File: src/hdl/ctd_pkg.sv
// Shared types, codes and helpers for the chunked-transfer decoder.
`timescale 1ns / 1ps

package ctd_pkg;

  localparam logic [7:0] CH_SEMI = 8'h3B;
  localparam logic [7:0] CH_CR   = 8'h0D;
  localparam logic [7:0] CH_LF   = 8'h0A;

  localparam int unsigned CFG_DATA_W = 32;
  localparam int unsigned CFG_IDX_W  = 1;

  localparam logic [CFG_IDX_W-1:0] CFG_MAX_CHUNK_SIZE  = 1'b0;
  localparam logic [CFG_IDX_W-1:0] CFG_MAX_LINE_LENGTH = 1'b1;

  localparam int unsigned MAX_LINE_W = 10;

  localparam logic [31:0]           MAX_CHUNK_RST = 32'hFFFF_FFFF;
  localparam logic [MAX_LINE_W-1:0] MAX_LINE_RST  = 10'd64;

  typedef enum logic [2:0] {
    PH_SIZE = 3'd0,
    PH_DATA = 3'd1,
    PH_CR   = 3'd2,
    PH_LF   = 3'd3,
    PH_DONE = 3'd4,
    PH_ERR  = 3'd5
  } phase_e;

  typedef enum logic [2:0] {
    K_FRAME     = 3'd0,
    K_PAYLOAD   = 3'd1,
    K_FINAL     = 3'd2,
    K_AFTER     = 3'd3,
    K_MALFORMED = 3'd4,
    K_TOOBIG    = 3'd5
  } kind_e;

  typedef struct packed {
    logic                  we;
    logic [CFG_IDX_W-1:0]  idx;
    logic [CFG_DATA_W-1:0] data;
  } cfg_wr_t;

  // {valid, value}; valid low for a non-hex byte
  function automatic logic [4:0] hex_value(input logic [7:0] ch);
    logic [4:0] res;
    res = 5'd0;
    case (ch) inside
      [8'h30:8'h39]: res = {1'b1, ch[3:0]};
      [8'h61:8'h66],
      [8'h41:8'h46]: res = {1'b1, ch[3:0] + 4'd9};
      default:       res = 5'd0;
    endcase
    return res;
  endfunction

endpackage

File: src/hdl/ctd_core.sv
// Decoder state, configuration registers and the per-byte step logic.
`timescale 1ns / 1ps

module ctd_core #(
  parameter int unsigned SIZE_WIDTH       = 32,
  parameter int unsigned LINE_COUNT_WIDTH = 10
) (
  input  logic             clk_i,
  input  logic             rst_ni,
  input  ctd_pkg::cfg_wr_t cfg_i,
  input  logic             step_i,
  input  logic [7:0]       data_byte_i,
  input  logic             restart_i,
  output logic [7:0]       out_byte_o,
  output ctd_pkg::kind_e   kind_o
);
  import ctd_pkg::*;

  localparam int unsigned SW  = SIZE_WIDTH;
  localparam int unsigned LCW = LINE_COUNT_WIDTH;

  logic [31:0]           max_chunk_q;
  logic [MAX_LINE_W-1:0] max_line_q;

  phase_e         phase_q, phase_d, ph_e;
  logic [SW-1:0]  bytes_left_q, bytes_left_d, bl_e, bl_dec;
  logic [SW-1:0]  size_value_q, size_value_d, sv_e;
  logic [LCW-1:0] line_count_q, line_count_d, lc_e;
  logic in_prefix_q, in_prefix_d, ip_e;
  logic seen_digit_q, seen_digit_d, sd_e;
  logic size_overflow_q, size_overflow_d, ov_e;
  logic bad_tail_q, bad_tail_d, bt_e;
  logic pending_cr_q, pending_cr_d, pc_e;
  logic error_code_q, error_code_d, ec_e;

  // effective limits
  logic [SW+31:0]         chunk_ext;
  logic [SW-1:0]          chunk_lim;
  logic [LCW+MAX_LINE_W-1:0] line_ext;
  logic [LCW-1:0]         line_lim;

  assign chunk_ext = {{SW{1'b0}}, max_chunk_q};
  assign chunk_lim = chunk_ext[SW-1:0];
  assign line_ext  = {{LCW{1'b0}}, max_line_q};
  assign line_lim  = (line_ext > {{MAX_LINE_W{1'b0}}, {LCW{1'b1}}}) ? {LCW{1'b1}}
                                                                     : line_ext[LCW-1:0];

  // restart acts before the byte
  assign ph_e = restart_i ? PH_SIZE : phase_q;
  assign bl_e = restart_i ? '0 : bytes_left_q;
  assign sv_e = restart_i ? '0 : size_value_q;
  assign lc_e = restart_i ? '0 : line_count_q;
  assign ip_e = restart_i ? 1'b1 : in_prefix_q;
  assign sd_e = restart_i ? 1'b0 : seen_digit_q;
  assign ov_e = restart_i ? 1'b0 : size_overflow_q;
  assign bt_e = restart_i ? 1'b0 : bad_tail_q;
  assign pc_e = restart_i ? 1'b0 : pending_cr_q;
  assign ec_e = restart_i ? 1'b0 : error_code_q;

  logic       is_cr, is_lf, is_semi;
  logic [4:0] hex;
  logic [SW+3:0] acc;
  logic       acc_big;

  assign is_cr   = (data_byte_i == CH_CR);
  assign is_lf   = (data_byte_i == CH_LF);
  assign is_semi = (data_byte_i == CH_SEMI);
  assign hex     = hex_value(data_byte_i);
  // size*16 + digit, exact; over the limit means overflow
  assign acc     = {sv_e, 4'd0} + {{SW{1'b0}}, hex[3:0]};
  assign acc_big = (acc > {4'd0, chunk_lim});
  assign bl_dec  = (bl_e != '0) ? bl_e - SW'(1) : bl_e;

  // next state
  always_comb begin
    phase_d         = ph_e;
    bytes_left_d    = bl_e;
    size_value_d    = sv_e;
    line_count_d    = lc_e;
    in_prefix_d     = ip_e;
    seen_digit_d    = sd_e;
    size_overflow_d = ov_e;
    bad_tail_d      = bt_e;
    pending_cr_d    = pc_e;
    error_code_d    = ec_e;
    case (ph_e)
      PH_SIZE: begin
        if (is_lf) begin
          if (!pc_e || (!ov_e && (!sd_e || bt_e))) begin
            phase_d      = PH_ERR;
            error_code_d = 1'b0;
          end else if (ov_e) begin
            phase_d      = PH_ERR;
            error_code_d = 1'b1;
          end else begin
            size_value_d    = '0;
            line_count_d    = '0;
            in_prefix_d     = 1'b1;
            seen_digit_d    = 1'b0;
            size_overflow_d = 1'b0;
            bad_tail_d      = 1'b0;
            pending_cr_d    = 1'b0;
            if (sv_e == '0) begin
              phase_d = PH_DONE;
            end else begin
              phase_d      = PH_DATA;
              bytes_left_d = sv_e;
            end
          end
        end else if (lc_e >= line_lim) begin
          phase_d      = PH_ERR;
          error_code_d = 1'b1;
        end else begin
          line_count_d = lc_e + LCW'(1);
          // a held CR that was not followed by LF is a plain line byte
          in_prefix_d  = ip_e & ~pc_e;
          bad_tail_d   = bt_e | (ip_e & pc_e);
          if (is_cr) begin
            pending_cr_d = 1'b1;
          end else begin
            pending_cr_d = 1'b0;
            if (in_prefix_d) begin
              if (!hex[4]) begin
                in_prefix_d = 1'b0;
                if (!is_semi) begin
                  bad_tail_d = 1'b1;
                end
              end else if (!ov_e) begin
                if (acc_big) begin
                  size_overflow_d = 1'b1;
                end else begin
                  size_value_d = acc[SW-1:0];
                  seen_digit_d = 1'b1;
                end
              end
            end
          end
        end
      end
      PH_DATA: begin
        bytes_left_d = bl_dec;
        if (bl_dec == '0) begin
          phase_d = PH_CR;
        end
      end
      PH_CR: begin
        if (is_cr) begin
          phase_d = PH_LF;
        end else begin
          phase_d      = PH_ERR;
          error_code_d = 1'b0;
        end
      end
      PH_LF: begin
        if (is_lf) begin
          phase_d         = PH_SIZE;
          size_value_d    = '0;
          line_count_d    = '0;
          in_prefix_d     = 1'b1;
          seen_digit_d    = 1'b0;
          size_overflow_d = 1'b0;
          bad_tail_d      = 1'b0;
          pending_cr_d    = 1'b0;
        end else begin
          phase_d      = PH_ERR;
          error_code_d = 1'b0;
        end
      end
      default: begin
      end
    endcase
  end

  // outputs
  always_comb begin
    out_byte_o = 8'd0;
    kind_o     = K_FRAME;
    if (phase_d == PH_ERR) begin
      kind_o = error_code_d ? K_TOOBIG : K_MALFORMED;
    end else begin
      case (ph_e)
        PH_DATA: begin
          out_byte_o = data_byte_i;
          kind_o     = K_PAYLOAD;
        end
        PH_DONE: kind_o = K_AFTER;
        PH_SIZE: kind_o = (phase_d == PH_DONE) ? K_FINAL : K_FRAME;
        default: kind_o = K_FRAME;
      endcase
    end
  end

  always_ff @(posedge clk_i or negedge rst_ni) begin
    if (!rst_ni) begin
      max_chunk_q <= MAX_CHUNK_RST;
      max_line_q  <= MAX_LINE_RST;
    end else if (cfg_i.we) begin
      case (cfg_i.idx)
        CFG_MAX_CHUNK_SIZE:  max_chunk_q <= cfg_i.data;
        CFG_MAX_LINE_LENGTH: max_line_q  <= cfg_i.data[MAX_LINE_W-1:0];
        default: begin
        end
      endcase
    end
  end

  always_ff @(posedge clk_i or negedge rst_ni) begin
    if (!rst_ni) begin
      phase_q         <= PH_SIZE;
      bytes_left_q    <= '0;
      size_value_q    <= '0;
      line_count_q    <= '0;
      in_prefix_q     <= 1'b1;
      seen_digit_q    <= 1'b0;
      size_overflow_q <= 1'b0;
      bad_tail_q      <= 1'b0;
      pending_cr_q    <= 1'b0;
      error_code_q    <= 1'b0;
    end else if (step_i) begin
      phase_q         <= phase_d;
      bytes_left_q    <= bytes_left_d;
      size_value_q    <= size_value_d;
      line_count_q    <= line_count_d;
      in_prefix_q     <= in_prefix_d;
      seen_digit_q    <= seen_digit_d;
      size_overflow_q <= size_overflow_d;
      bad_tail_q      <= bad_tail_d;
      pending_cr_q    <= pending_cr_d;
      error_code_q    <= error_code_d;
    end
  end

endmodule

File: src/hdl/ctd_out_stage.sv
// Result register with master-side stream handshake.
`timescale 1ns / 1ps

module ctd_out_stage (
  input  logic           clk_i,
  input  logic           rst_ni,
  input  logic           load_i,
  input  logic [7:0]     out_byte_i,
  input  ctd_pkg::kind_e kind_i,
  output logic           ready_o,
  output logic           m_axis_tvalid,
  input  logic           m_axis_tready,
  output logic [7:0]     m_axis_tdata,
  output logic [2:0]     m_axis_tuser
);
  import ctd_pkg::*;

  logic       valid_q, valid_d;
  logic [7:0] byte_q;
  kind_e      kind_q;

  assign ready_o = ~valid_q | m_axis_tready;
  assign valid_d = load_i | (valid_q & ~m_axis_tready);

  always_ff @(posedge clk_i or negedge rst_ni) begin
    if (!rst_ni) begin
      valid_q <= 1'b0;
    end else begin
      valid_q <= valid_d;
    end
  end

  always_ff @(posedge clk_i) begin
    if (load_i) begin
      byte_q <= out_byte_i;
      kind_q <= kind_i;
    end
  end

  assign m_axis_tvalid = valid_q;
  assign m_axis_tdata  = byte_q;
  assign m_axis_tuser  = kind_q;

endmodule

File: src/hdl/chunked_transfer_decoder.sv
// Top level of the chunked-transfer decoder: input register, core, result register.
`timescale 1ns / 1ps

// Channel   Dir  Payload                                  Handshake
// s_axis    in   tdata[7:0] data_byte, tuser[0] restart   tvalid/tready
// m_axis    out  tdata[7:0] out_byte,  tuser[2:0] kind    tvalid/tready
// cfg       in   cfg_idx_i register, cfg_data_i value     cfg_we_i, no wait
//
// One byte in, one result out, one transfer per cycle sustained while m_axis accepts.
// The path runs through the input register, then the step logic into the result register.
// The decoder state advances when a byte moves from the input register to the result
// register; a stalled m_axis holds the result register, and s_axis_tready drops once
// the input register is full as well.
// rst_ni is asynchronous, active low; registers with a reset come up at their reset values and
// the decoder starts in the size-line state.
module chunked_transfer_decoder #(
  parameter int unsigned SIZE_WIDTH       = 32,
  parameter int unsigned LINE_COUNT_WIDTH = 10
) (
  input  logic                           clk_i,
  input  logic                           rst_ni,
  input  logic                           cfg_we_i,
  input  logic [ctd_pkg::CFG_IDX_W-1:0]  cfg_idx_i,
  input  logic [ctd_pkg::CFG_DATA_W-1:0] cfg_data_i,
  input  logic                           s_axis_tvalid,
  output logic                           s_axis_tready,
  input  logic [7:0]                     s_axis_tdata,  // [7:0] data_byte
  input  logic                           s_axis_tuser,  // [0] restart
  output logic                           m_axis_tvalid,
  input  logic                           m_axis_tready,
  output logic [7:0]                     m_axis_tdata,  // [7:0] out_byte
  output logic [2:0]                     m_axis_tuser   // [2:0] kind
);
  import ctd_pkg::*;

  cfg_wr_t cfg;
  logic    in_valid_q, in_valid_d;
  logic [7:0] in_byte_q;
  logic    in_restart_q;
  logic    out_ready;
  logic    step;
  logic    in_take;
  logic [7:0] core_byte;
  kind_e   core_kind;

  assign cfg = '{we: cfg_we_i, idx: cfg_idx_i, data: cfg_data_i};

  // the input register moves on whenever the result register can take it
  assign step          = in_valid_q & out_ready;
  assign s_axis_tready = ~in_valid_q | out_ready;
  assign in_take       = s_axis_tvalid & s_axis_tready;
  assign in_valid_d    = in_take | (in_valid_q & ~step);

  always_ff @(posedge clk_i or negedge rst_ni) begin
    if (!rst_ni) begin
      in_valid_q <= 1'b0;
    end else begin
      in_valid_q <= in_valid_d;
    end
  end

  always_ff @(posedge clk_i) begin
    if (in_take) begin
      in_byte_q    <= s_axis_tdata;
      in_restart_q <= s_axis_tuser;
    end
  end

  ctd_core #(
    .SIZE_WIDTH      (SIZE_WIDTH),
    .LINE_COUNT_WIDTH(LINE_COUNT_WIDTH)
  ) u_core (
    .clk_i      (clk_i),
    .rst_ni     (rst_ni),
    .cfg_i      (cfg),
    .step_i     (step),
    .data_byte_i(in_byte_q),
    .restart_i  (in_restart_q),
    .out_byte_o (core_byte),
    .kind_o     (core_kind)
  );

  ctd_out_stage u_out (
    .clk_i        (clk_i),
    .rst_ni       (rst_ni),
    .load_i       (step),
    .out_byte_i   (core_byte),
    .kind_i       (core_kind),
    .ready_o      (out_ready),
    .m_axis_tvalid(m_axis_tvalid),
    .m_axis_tready(m_axis_tready),
    .m_axis_tdata (m_axis_tdata),
    .m_axis_tuser (m_axis_tuser)
  );

endmodule
File: config.mk
export PLATFORM = sky130hd
export DESIGN_NAME = chunked_transfer_decoder
export DESIGN_NICKNAME = d
export VERILOG_FILES = /design/src/hdl/ctd_pkg.sv /design/src/hdl/ctd_core.sv /design/src/hdl/ctd_out_stage.sv /design/src/hdl/chunked_transfer_decoder.sv
export SDC_FILE = /design/constraint.sdc
export NUM_CORES = 1
export LEC_CHECK = 0
export BUFFER_PORTS_ARGS = -buffer_cell sky130_fd_sc_hd__clkbuf_2
export CORE_MARGIN = 10
export CORE_UTILIZATION = 25
export DETAILED_ROUTE_END_ITERATION = 8
export GPL_TIMING_DRIVEN = 1
export PLACE_DENSITY = 0.39
export SETUP_SLACK_MARGIN = 0.15
export SLEW_MARGIN = 20
export SYNTH_ARGS = -nofsm -noshare
export SYNTH_HDL_FRONTEND = slang
export SYNTH_HIERARCHICAL = 1
export SYNTH_SLANG_ARGS = --single-unit
File: constraint.sdc
create_clock -name clk_i -period 6.5 [get_ports clk_i]
set_input_delay 1.3 -clock clk_i [delete_from_list [all_inputs] [get_ports clk_i]]
set_output_delay 1.3 -clock clk_i [all_outputs]
set_load 0.01 [all_outputs]
==> flow_summary.yaml <==
run_status:
  run_status: "complete, no violations"
sta:
  rsz0062_at_grt: "false"
  tns_ns: 0
  fin_crit_sh_pct: 80.59
  timing.hold.ws_ns: 0.4747
  slew_violations: 0
  hold_viol_final: 0
  min_period_ns: 5.238
  worst_slew_pin_slew_ns: 0.9760
  finalSetupViolCount: 0
  fmax_mhz: 190.9
  relSlewSlack_pct: 34.93
  skew_ns: 0.02193
yosys:
  synth_compound_area_share_pct: 23.07
  synth_most_common_cell: "nand2_1"
  synth_flop_cell: "dfrtp_1"
  synth_nets: 1217
  syn_avg_cell_area_sq_um: 8.724
  synth_top_area_share_pct: 23.78
  yosysTopAreaCell: "dfrtp_1"
  synth-simple-area-share_pct: 22.04
  synth_seq_cells: 147
  yosys-top-cells-area: "dfrtp_1, dfstp_2, edfxtp_1"
  synth_common_cells: "nand2_1, o21ai_0, dfrtp_1"
  synth_xor_xnor_area_share_pct: 0.7158
  async_flop_share_pct: 86.39
  synth_seq_area_share_pct: 39.04
  synth_edf_count: 20
  yosys_warnings: 6
  syn_inst: 1122
  ys_types: 85
  netlist_area_sq_um: 9788
  synth_mux_area_share_pct: 3.324
  synthAdderAreaFrac_pct: 6.136
  synth_top_family_by_area: "compound AO/OA/AOI/OAI gates"
drt:
  drc_errors: 0
  num_vias: 8799
  routed_wl_microns: 35670
  via_per_inst: 5.244
  initialDrtViolationCount: 589
  ant_nets: 0
  wl_per_cell_microns: 21.26
  dr.pass1.iters: 5
power_and_ir_drop:
  internal-power_uw: 2175
  p_seq_share_pct: 35.3
  switchingPower_uw: 1554
  p_leak_uw: 0.004747
  clockPowerShare_pct: 26.8
  fin_total_pwr_uw: 3729
  ir_drop_uv: 206.0
  p_per_area_nw_per_um2: 334.9
  p_comb_share_pct: 37.9
  swShare_pct: 41.67
worst_setup_path:
  rr_startpoint: "in_restart_q"
  worstPathCellList: "inv_4, nand2_1, ha_1, nor4b_1, nand4_1, a211oi_2, a2bb2oi_1, a2111oi_0, nand3_1, or4_4, o31ai_2, a21oi_1"
  cp_data_required_time_ns: 6.69
  cp_max_fo: 15
  crit_type: "flip-flop to flip-flop"
  critPathLaunch: "in_restart_q"
  end_kind: "flip-flop"
  worstRegToRegCells: 12
  cp_top_family: "simple AND/OR/NAND/NOR gates"
  worstPathArrival_ns: 5.43
  worst-path-buf-inv: 1
  cp.depth: 12
  cpPeakStageDelay_ns: 0.79
  cp-start-kind: "flip-flop"
  cp_slowest_cell: "edfxtp_1"
hold_path:
  min_from: "u_core/bad_tail_q"
  hold_path_class: "flip-flop to flip-flop"
  holdPathStages: 1
global_route:
  antenna_found_initial: 0
  grt_pass1_wl_microns: 55820
  grt.total_usage_pct: 15.14
  grt_pass1_vias: 8894
  grt.overflow.total: 0
  grt_max_degree: 94
clocking:
  cts.sinks: 147
  cts_resized: 0
  clock_path_buffers: 2
  tritoncts: "yes"
  clock_latency_ns: 0.46
  cts.reportedPaths.clkPinSlew_ns: 0.07
  clockRootBuffer: "clkbuf_16"
  cts-hold-fix-buffers: 0
  htree_num_levels: 4
  cts_setup_buffers: 0
  cts_made_buffers: 17
floorplanning:
  die_y_microns: 217.9
  ios: 60
  die_area_sq_um: 47470
  initial_core_util_pct: 25.33
  dieWidth_microns: 217.9
  rows: 72
  design.core.area_sq_um: 38650
finish:
  nFillCells: 4159
  syn2layout_area_growth_pct: 13.74
  drive_above_1_share_pct: 15.95
  utilization_pct: 28.81
  nNetsFinal: 1242
  final_area_sq_um: 11130
  num_antenna_cells: 0
place:
  postPlaceCellArea_sq_um: 10570
  gp_congestion: 0.8744
  dp_hpwl_microns: 25940
  port_buffers: 59
job:
  maxCapViolCount: 0
[flip-flops by register name, indices dropped and copies added (netlist names), 3 cells and up]
name / cells
u_core/line_count_q: 10
u_out/m_axis_tdata: 8
u_core/phase_q: 3
u_out/m_axis_tuser: 3
in_byte_q: 8
u_core/chunk_lim: 32
u_core/size_value_q: 32
u_core/bytes_left_q: 32
u_core/max_line_q: 10
[worst reg2reg max path, cell delays in order, from the launching register on]
cell and delay (ns):
edfxtp_1 0.79, inv_4 0.21, nand2_1 0.20, ha_1 0.44, nor4b_1 0.71, nand4_1 0.24, a211oi_2 0.49, a2bb2oi_1 0.15
a2111oi_0 0.57, nand3_1 0.16, or4_4 0.58, o31ai_2 0.33, a21oi_1 0.11
[area by class of cell]
class                           count  area [sq um]  share of cell area [%]
Inverter                           67         254.0                   2.281
Timing Repair Buffer               75         421.7                   3.787
Clock inverter                     13         132.6                   1.191
Multi-Input combinational cell    839          5423                   48.71
Tap cell                          518         648.1                   5.822
Clock buffer                       19         432.9                   3.889
Sequential cell                   147          3821                   34.32
[power groups by stage]
stage | Sequential, uW | Clock [uW] | Combinational (uW)
2_1_floorplan | 1200 | 0 | 1050
3_3_place_gp | 1330 | 0 | 1410
3_5_place_dp | 1320 | 0 | 1400
4_1_cts | 1310 | 1030 | 1410
5_1_grt | 1340 | 1070 | 1570
6_report | 1320 | 1000 | 1410
[placed cells by master (no fill, tap or decap), types with 16 or more instances in the layout]
master	n
a21o_1	21
a21oi_1	52
a22o_1	41
buf_4	16
clkbuf_16	17
clkbuf_2	58
dfrtp_1	93
dfstp_2	34
edfxtp_1	20
ha_1	48
inv_1	66
mux2i_1	19
nand2_1	119
nand3_1	21
nand4_1	16
nor2_1	86
nor2b_1	42
nor3_1	29
nor4_1	22
o21ai_0	93
o22ai_1	18
[path summary, 6_finish.rpt]
check / slack, ns / end
max in group asynchronous: 4.45 / u_core/chunk_lim[5]
hold / removal: 0.47 / u_core/bad_tail_q
min in group asynchronous: 0.94 / u_core/bytes_left_q[14]
hold reg to reg: 0.47 / u_core/bad_tail_q
setup / recovery: 1.26 / u_out/m_axis_tuser[2]
setup reg to reg: 1.26 / u_out/m_axis_tuser[2]
[per-layer routing]
layer	share of wire [%]	global-route usage, %	up-vias	wire, microns
li1	-	-	4174	-
met3	3.1	2.150	36	1111
met4	1.6	4.189	0	554
met5	0	0	-	0
met2	48	25.07	195	17240
met1	47	20.16	4394	16770
[stage by stage]
| stage | cells | setup WS (ns) |
|---|---|---|
| after floorplan | 1122 | 1.676 |
| after global placement | 1646 | 1.299 |
| after detailed placement | 1646 | 1.340 |
| after CTS | 1678 | 1.284 |
| after global routing | 1678 | 0.9381 |
| final | 1678 | 1.262 |
[cells by family after synthesis]
logic type      after synthesis
xor+xnor                      8
buf+inv                     136
mux                          31
fa+ha+maj                    48
flops                       147
compound gates              336
simple gates                416
(Power assumes the default switching activity.)
